==> config.mk <==
export PLATFORM = sky130hd
export DESIGN_NAME = radix_integer_to_ascii_digits_top
export DESIGN_NICKNAME = d
export VERILOG_FILES = /design/src/hdl/ri2a_pkg.sv /design/src/hdl/radix_integer_to_ascii_digits_top.sv
export SDC_FILE = /design/constraint.sdc
export NUM_CORES = 1
export LEC_CHECK = 0
export ABC_AREA = 1
export BUFFER_PORTS_ARGS = -buffer_cell sky130_fd_sc_hd__buf_2
export CELL_PAD_IN_SITES_DETAIL_PLACEMENT = 2
export CELL_PAD_IN_SITES_GLOBAL_PLACEMENT = 2
export CORE_MARGIN = 1
export CORE_UTILIZATION = 33
export DETAILED_ROUTE_END_ITERATION = 7
export PLACE_DENSITY = 0.69
export SLEW_MARGIN = 20
export SYNTH_ARGS = -nofsm -noshare
export SYNTH_HDL_FRONTEND = slang
export SYNTH_SLANG_ARGS = --single-unit
==> constraint.sdc <==
create_clock -name i_clk -period 9.8 [get_ports i_clk]
set_input_delay 2.45 -clock i_clk [delete_from_list [all_inputs] [get_ports i_clk]]
set_output_delay 2.45 -clock i_clk [all_outputs]
set_load 0.02 [all_outputs]
==> src/hdl/ri2a_pkg.sv <==
// shared constants, types and helpers for the radix integer to ascii digit converter
package ri2a_pkg;

    localparam int VALUE_BITS  = 31;
    localparam int RADIX_W     = 6;
    localparam int CHAR_W      = 7;
    localparam int IN_W        = VALUE_BITS + RADIX_W;
    localparam int IN_TDATA_W  = ((IN_W + 7) / 8) * 8;
    localparam int OUT_TDATA_W = ((CHAR_W + 7) / 8) * 8;
    localparam int CNT_W       = $clog2(VALUE_BITS + 1);
    localparam int IDX_W       = $clog2(VALUE_BITS);
    localparam int BIT_W       = $clog2(VALUE_BITS);

    localparam logic [RADIX_W-1:0] RADIX_MIN = RADIX_W'(2);
    localparam logic [RADIX_W-1:0] RADIX_MAX = RADIX_W'(36);
    localparam logic [RADIX_W-1:0] DEC_LIMIT = RADIX_W'(10);
    localparam logic [CHAR_W-1:0]  CHAR_ZERO = CHAR_W'(48);
    localparam logic [CHAR_W-1:0]  CHAR_A    = CHAR_W'(65);

    typedef enum logic [2:0] {
        ST_IDLE = 3'b001,
        ST_DIV  = 3'b010,
        ST_EMIT = 3'b100
    } t_state;

    function automatic logic [RADIX_W-1:0] clamp_radix(input logic [RADIX_W-1:0] r);
        logic [RADIX_W-1:0] res;
        res = r;
        if (r < RADIX_MIN) begin
            res = RADIX_MIN;
        end else if (r > RADIX_MAX) begin
            res = RADIX_MAX;
        end
        return res;
    endfunction

    function automatic logic [CHAR_W-1:0] digit_to_ascii(input logic [RADIX_W-1:0] d);
        logic [CHAR_W-1:0] res;
        if (d < DEC_LIMIT) begin
            res = CHAR_ZERO + CHAR_W'(d);
        end else begin
            res = CHAR_A + CHAR_W'(d - DEC_LIMIT);
        end
        return res;
    endfunction

endpackage

==> src/hdl/radix_integer_to_ascii_digits_top.sv <==
// top level: converts an unsigned integer to ascii digits in a chosen radix
//
// Each input transaction carries a value and a radix (0 and 1 are taken as 2, anything
// above 36 as 36). The block emits one output transaction per digit, most significant
// first, '0'-'9' then 'A'-'Z', with tlast on the final digit; a value of zero gives a
// single '0'. Digits come from a shared bit-serial restoring divider that works through
// all VALUE_BITS (31) bits of the value on each division. The digits are stacked least
// significant first and read back in reverse. s_axis_tready is high only in the idle
// state, so a new item is taken only once the last digit of the previous one has been
// loaded into the output register, where it may still wait for m_axis_tready.
module radix_integer_to_ascii_digits_top (
    input  logic                                 i_clk,
    input  logic                                 i_rst_n,
    input  logic                                 s_axis_tvalid,
    output logic                                 s_axis_tready,
    input  logic [ri2a_pkg::IN_TDATA_W-1:0]      s_axis_tdata,  // value, radix, zero pad
    output logic                                 m_axis_tvalid,
    input  logic                                 m_axis_tready,
    output logic [ri2a_pkg::OUT_TDATA_W-1:0]     m_axis_tdata,  // digit_char, zero pad
    output logic                                 m_axis_tlast
);

    localparam int VB  = ri2a_pkg::VALUE_BITS;
    localparam int RW  = ri2a_pkg::RADIX_W;
    localparam int CW  = ri2a_pkg::CHAR_W;
    localparam int NW  = ri2a_pkg::CNT_W;
    localparam int XW  = ri2a_pkg::IDX_W;
    localparam int BW  = ri2a_pkg::BIT_W;

    ri2a_pkg::t_state r_state, n_state;

    logic [VB-1:0] r_quo, n_quo;
    logic [RW-1:0] r_rem, n_rem;
    logic [RW-1:0] r_radix, n_radix;
    logic [BW-1:0] r_bit, n_bit;
    logic [NW-1:0] r_cnt, n_cnt;
    logic [RW-1:0] r_stack [VB];

    logic          r_out_valid, n_out_valid;
    logic [CW-1:0] r_out_char, n_out_char;
    logic          r_out_last, n_out_last;

    logic          in_acc;
    logic [RW:0]   rem_sh;
    logic          rem_ge;
    logic [RW-1:0] rem_new;
    logic [VB-1:0] quo_new;
    logic          push;
    logic          pop;
    logic [NW-1:0] cnt_m1;

    assign s_axis_tready = (r_state == ri2a_pkg::ST_IDLE);
    assign in_acc        = s_axis_tvalid && s_axis_tready;

    // one restoring division step
    assign rem_sh  = {r_rem, r_quo[VB-1]};
    assign rem_ge  = (rem_sh >= {1'b0, r_radix});
    assign rem_new = rem_ge ? RW'(rem_sh - {1'b0, r_radix}) : rem_sh[RW-1:0];
    assign quo_new = {r_quo[VB-2:0], rem_ge};

    assign push   = (r_state == ri2a_pkg::ST_DIV) && (r_bit == '0);
    assign pop    = (r_state == ri2a_pkg::ST_EMIT) && (!r_out_valid || m_axis_tready);
    assign cnt_m1 = r_cnt - NW'(1);

    always_comb begin
        n_state     = r_state;
        n_quo       = r_quo;
        n_rem       = r_rem;
        n_radix     = r_radix;
        n_bit       = r_bit;
        n_cnt       = r_cnt;
        n_out_valid = r_out_valid;
        n_out_char  = r_out_char;
        n_out_last  = r_out_last;

        if (r_out_valid && m_axis_tready) begin
            n_out_valid = 1'b0;
        end

        case (r_state)
            ri2a_pkg::ST_IDLE: begin
                if (in_acc) begin
                    n_quo   = s_axis_tdata[VB-1:0];
                    n_radix = ri2a_pkg::clamp_radix(s_axis_tdata[VB+RW-1:VB]);
                    n_rem   = '0;
                    n_bit   = BW'(VB - 1);
                    n_cnt   = '0;
                    n_state = ri2a_pkg::ST_DIV;
                end
            end
            ri2a_pkg::ST_DIV: begin
                if (r_bit == '0) begin
                    n_cnt = r_cnt + NW'(1);
                    n_rem = '0;
                    n_quo = quo_new;
                    n_bit = BW'(VB - 1);
                    if (quo_new == '0) begin
                        n_state = ri2a_pkg::ST_EMIT;
                    end
                end else begin
                    n_rem = rem_new;
                    n_quo = quo_new;
                    n_bit = r_bit - BW'(1);
                end
            end
            ri2a_pkg::ST_EMIT: begin
                if (pop) begin
                    n_out_valid = 1'b1;
                    n_out_char  = ri2a_pkg::digit_to_ascii(r_stack[cnt_m1[XW-1:0]]);
                    n_out_last  = (r_cnt == NW'(1));
                    n_cnt       = cnt_m1;
                    if (r_cnt == NW'(1)) begin
                        n_state = ri2a_pkg::ST_IDLE;
                    end
                end
            end
            default: begin
                n_state = ri2a_pkg::ST_IDLE;
            end
        endcase
    end

    always_ff @(posedge i_clk) begin
        if (!i_rst_n) begin
            r_state     <= ri2a_pkg::ST_IDLE;
            r_cnt       <= '0;
            r_bit       <= '0;
            r_out_valid <= 1'b0;
        end else begin
            r_state     <= n_state;
            r_cnt       <= n_cnt;
            r_bit       <= n_bit;
            r_out_valid <= n_out_valid;
        end
    end

    always_ff @(posedge i_clk) begin
        r_quo      <= n_quo;
        r_rem      <= n_rem;
        r_radix    <= n_radix;
        r_out_char <= n_out_char;
        r_out_last <= n_out_last;
        if (push) begin
            r_stack[r_cnt[XW-1:0]] <= rem_new;
        end
    end

    assign m_axis_tvalid = r_out_valid;
    assign m_axis_tdata  = {{(ri2a_pkg::OUT_TDATA_W - CW){1'b0}}, r_out_char};
    assign m_axis_tlast  = r_out_last;

    // remainder always stays below the radix while dividing
    a_rem_below_radix: assert property (@(posedge i_clk) disable iff (!i_rst_n)
        (r_state == ri2a_pkg::ST_DIV) |-> (r_rem < r_radix))
        else $error("remainder not below radix");

    // digit count never exceeds the value width
    a_cnt_bound: assert property (@(posedge i_clk) disable iff (!i_rst_n)
        (r_cnt <= NW'(VB)))
        else $error("digit count overflow");

    // an accepted transaction starts a fresh division
    a_start_div: assert property (@(posedge i_clk) disable iff (!i_rst_n)
        (s_axis_tvalid && s_axis_tready) |=>
            (r_state == ri2a_pkg::ST_DIV) && (r_cnt == '0))
        else $error("division not started after input transaction");

endmodule

==> results.py <==
metrics = {
    "outcome": {
        "run_status": "finished clean",
    },
    "synth": {
        "synthTopCellsByArea": "edfxtp_1, nand2_1, nand3_1",
        "ys_seq_area_share_pct": 64.7,
        "yosys.area.top_type": "edfxtp_1",
        "synth-edff-count": 237,
        "yosys_warnings": 0,
        "synthCells": 1100,
        "synthDistinctLibCells": 44,
        "synth.net_count": 1160,
        "async_flop_share_pct": 0,
        "netlist_area_um2": 11400,
        "synth_ff_type": "edfxtp_1",
        "synth_area_per_cell_um2": 10.4,
        "synth_seq_cells": 251,
        "synth.top_cell.area_share_pct": 62.3,
    },
    "finish": {
        "fin_util_pct": 38.5,
        "fillCellCount": 3640,
        "layout_commonest_cell": "nand2_1",
        "area_growth_pct": 13.7,
        "final_cell_mix": "nand2_1, edfxtp_1, nand3_1, inv_1, nor2_1",
        "n_antenna_cell": 0,
        "fin_nets": 1203,
        "drive_gt1_share_pct": 12.7,
    },
    "timing": {
        "min_period_ns": 4.45,
        "fin_hold_ws_ns": 0.492,
        "setup_slack_ns": 5.35,
        "tightest_slew_ns": 0.999,
        "finalHoldViolCount": 0,
        "setup-violations-final": 0,
        "rsz0062_at_grt": "no",
        "fin_skew_ns": 0.0165,
        "finalMaxSlewViolations": 0,
        "period_share_pct": 45.4,
        "finalSetupTns_ns": 0,
        "fmax_mhz": 225,
        "slew_headroom_pct": 33.4,
    },
    "clock_tree": {
        "cts_buffers": 29,
        "htree_levels": 1,
        "clock_latency_ns": 0.55,
        "cts_tree": "done",
        "clk_pin_slew_ns": 0.06,
        "cts_resized": 0,
        "cts_setup_buffers": 0,
        "ctsHoldBuffers": 0,
        "cts_buffer_depth": 3,
        "cts_root_buf": "clkbuf_16",
        "cts.sinks": 251,
    },
    "power": {
        "cellPowerDensity_nw_per_um2": 337,
        "net-switching-power_w": 0.00175,
        "combPwrFrac_pct": 38.6,
        "switching_share_pct": 39.8,
        "p_int_w": 0.00264,
        "ir_drop_mv": 0.141,
        "total_leakage_power_nw": 5.09,
        "clkPwrFrac_pct": 24.2,
        "p_seq_share_pct": 37.2,
    },
    "critical_path": {
        "path_cells": "inv_2 -> ha_1 -> inv_2 -> nand2_1 -> nand2_4 -> clkinv_2 -> nand3_1 -> nand3_1 -> nand2_1 -> nand2_1 -> nand2_2 -> ha_1 -> nand3_2 -> nand2_4 -> or2_0 -> nand2_1",
        "slowest_stage": "dfxtp_2",
        "arrival_ns": 4.73,
        "crit_path_max_incr_delay_ns": 0.97,
        "cp-end-kind": "flip-flop",
        "cp_num_buf_inv": 3,
        "critPathTopFamily": "simple AND/OR/NAND/NOR gates",
        "crit_top_cell": "nand2_1",
        "crit_path_start_kind": "flip-flop",
        "critical_path_class": "flip-flop to flip-flop",
        "critPathRequiredTime_ns": 10.08,
        "crit_fanout": 45,
    },
    "grt": {
        "grt_overflow": 0,
        "grt_util_all_layers_pct": 18.7,
        "grt_pass1_wl_mm": 51.1,
        "antenna_found_initial": 0,
        "grt_pass1_vias": 9107,
        "grt_max_degree": 83,
    },
    "routing": {
        "remaining_drc_errors": 0,
        "drt-initial-drc-count": 386,
        "antenna_left": 0,
        "first_pass_iters": 4,
        "wirelength_mm": 32.4,
        "wl_per_cell_um": 20.1,
        "dr_total_vias": 8118,
        "vias_per_cell": 5.03,
    },
    "die": {
        "start_util_pct": 33.8,
        "core_area_um2": 33800,
        "rows": 67,
        "die-width_um": 188,
        "die_y_um": 188,
        "ios": 55,
        "die_area_um2": 35400,
    },
    "place": {
        "dp_slack_ns": 5.25,
        "io_buffers": 50,
        "place_congestion": 0.799,
        "dp_hpwl_mm": 20.3,
    },
    "min_path": {
        "hold_class": "flip-flop to flip-flop",
    },
    "run": {
        "cap_violations": 0,
    },
}
==> power by group through the flow <==
stage               registers (W)  clock network [W]  logic [W]
finish                    0.00163            0.00106    0.00169
global route              0.00164            0.00113    0.00190
floorplan                 0.00163                  0    0.00112
detailed placement        0.00165                  0    0.00172
CTS                       0.00163            0.00109    0.00174
global placement          0.00164                  0    0.00163
==> per-stage QoR <==
step                      power (W)  instance area [µm²]  cells
after global routing        0.00467                13000   1613
after global placement      0.00327                12100   1560
after CTS                   0.00446                13000   1613
after floorplan             0.00275                11400   1100
final                       0.00438                13000   1613
after detailed placement    0.00337                12100   1560
==> worst paths after layout <==
check	start	end	slack [ns]	depth (start not counted)
min	r_bit[4]	r_bit[4]	0.49	2
max	r_cnt[0]	r_out_char[5]	5.35	16
min reg2reg	r_bit[4]	r_bit[4]	0.49	2
max reg2reg	r_cnt[0]	r_out_char[5]	5.35	16
==> synth_stat cells, types with 4 or more instances <==
cell and count:
or2_2 6, buf_6 5, dfxtp_1 14, nand2_1 276
nand2_2 5, edfxtp_1 237, nand3_2 6, a21oi_1 16
a211oi_1 8, nor2_1 81, buf_2 21, inv_2 9
nand4_1 12, o21ai_0 51, o211ai_1 10, inv_1 123
clkbuf_1 12, buf_4 11, xnor2_1 4, nand3_1 134
o21ai_1 10, ha_1 15, nand2_4 4
==> registers in the layout, summed over array words and instances (netlist names), 3 cells and up <==
register	count
r_quo	31
r_radix	6
r_bit	5
r_stack	186
r_out_char	7
r_cnt	5
r_state	3
r_rem	6
==> worst min-delay path, delay by kind of cell, from the launching register on <==
family	cells	cell delay (ns)
compound gates	2	0.13
flops	1	0.30
==> final cells by class <==
type	count	area (µm²)	area share, %
clock buffer	38	810	6.23
multi-input combinational	666	3260	25.1
clock inverter	15	125	0.963
sequential	251	7400	56.9
inverter	134	507	3.90
timing repair buffer	61	333	2.56
tap	448	561	4.31
==> cells by family after synthesis <==
group | Yosys count | share of synthesized area [%]
AOI/OAI and AO/OA | 109 | 5.61
xor gates and xnor gates | 7 | 0.537
adders and majority gates | 16 | 1.82
buffers and inverters | 183 | 6.96
DFF | 251 | 64.7
other | 1 | 0.0328
and+or+nand+nor | 533 | 20.3
==> per-layer routing <==
metal	GRT usage, %	routed length (µm)
met1	22.8	13800
met2	33.8	16500
met3	2.21	1070
met4	6.16	1060
met5	0	0
No activity file was read; power rests on OpenSTA's default activity.
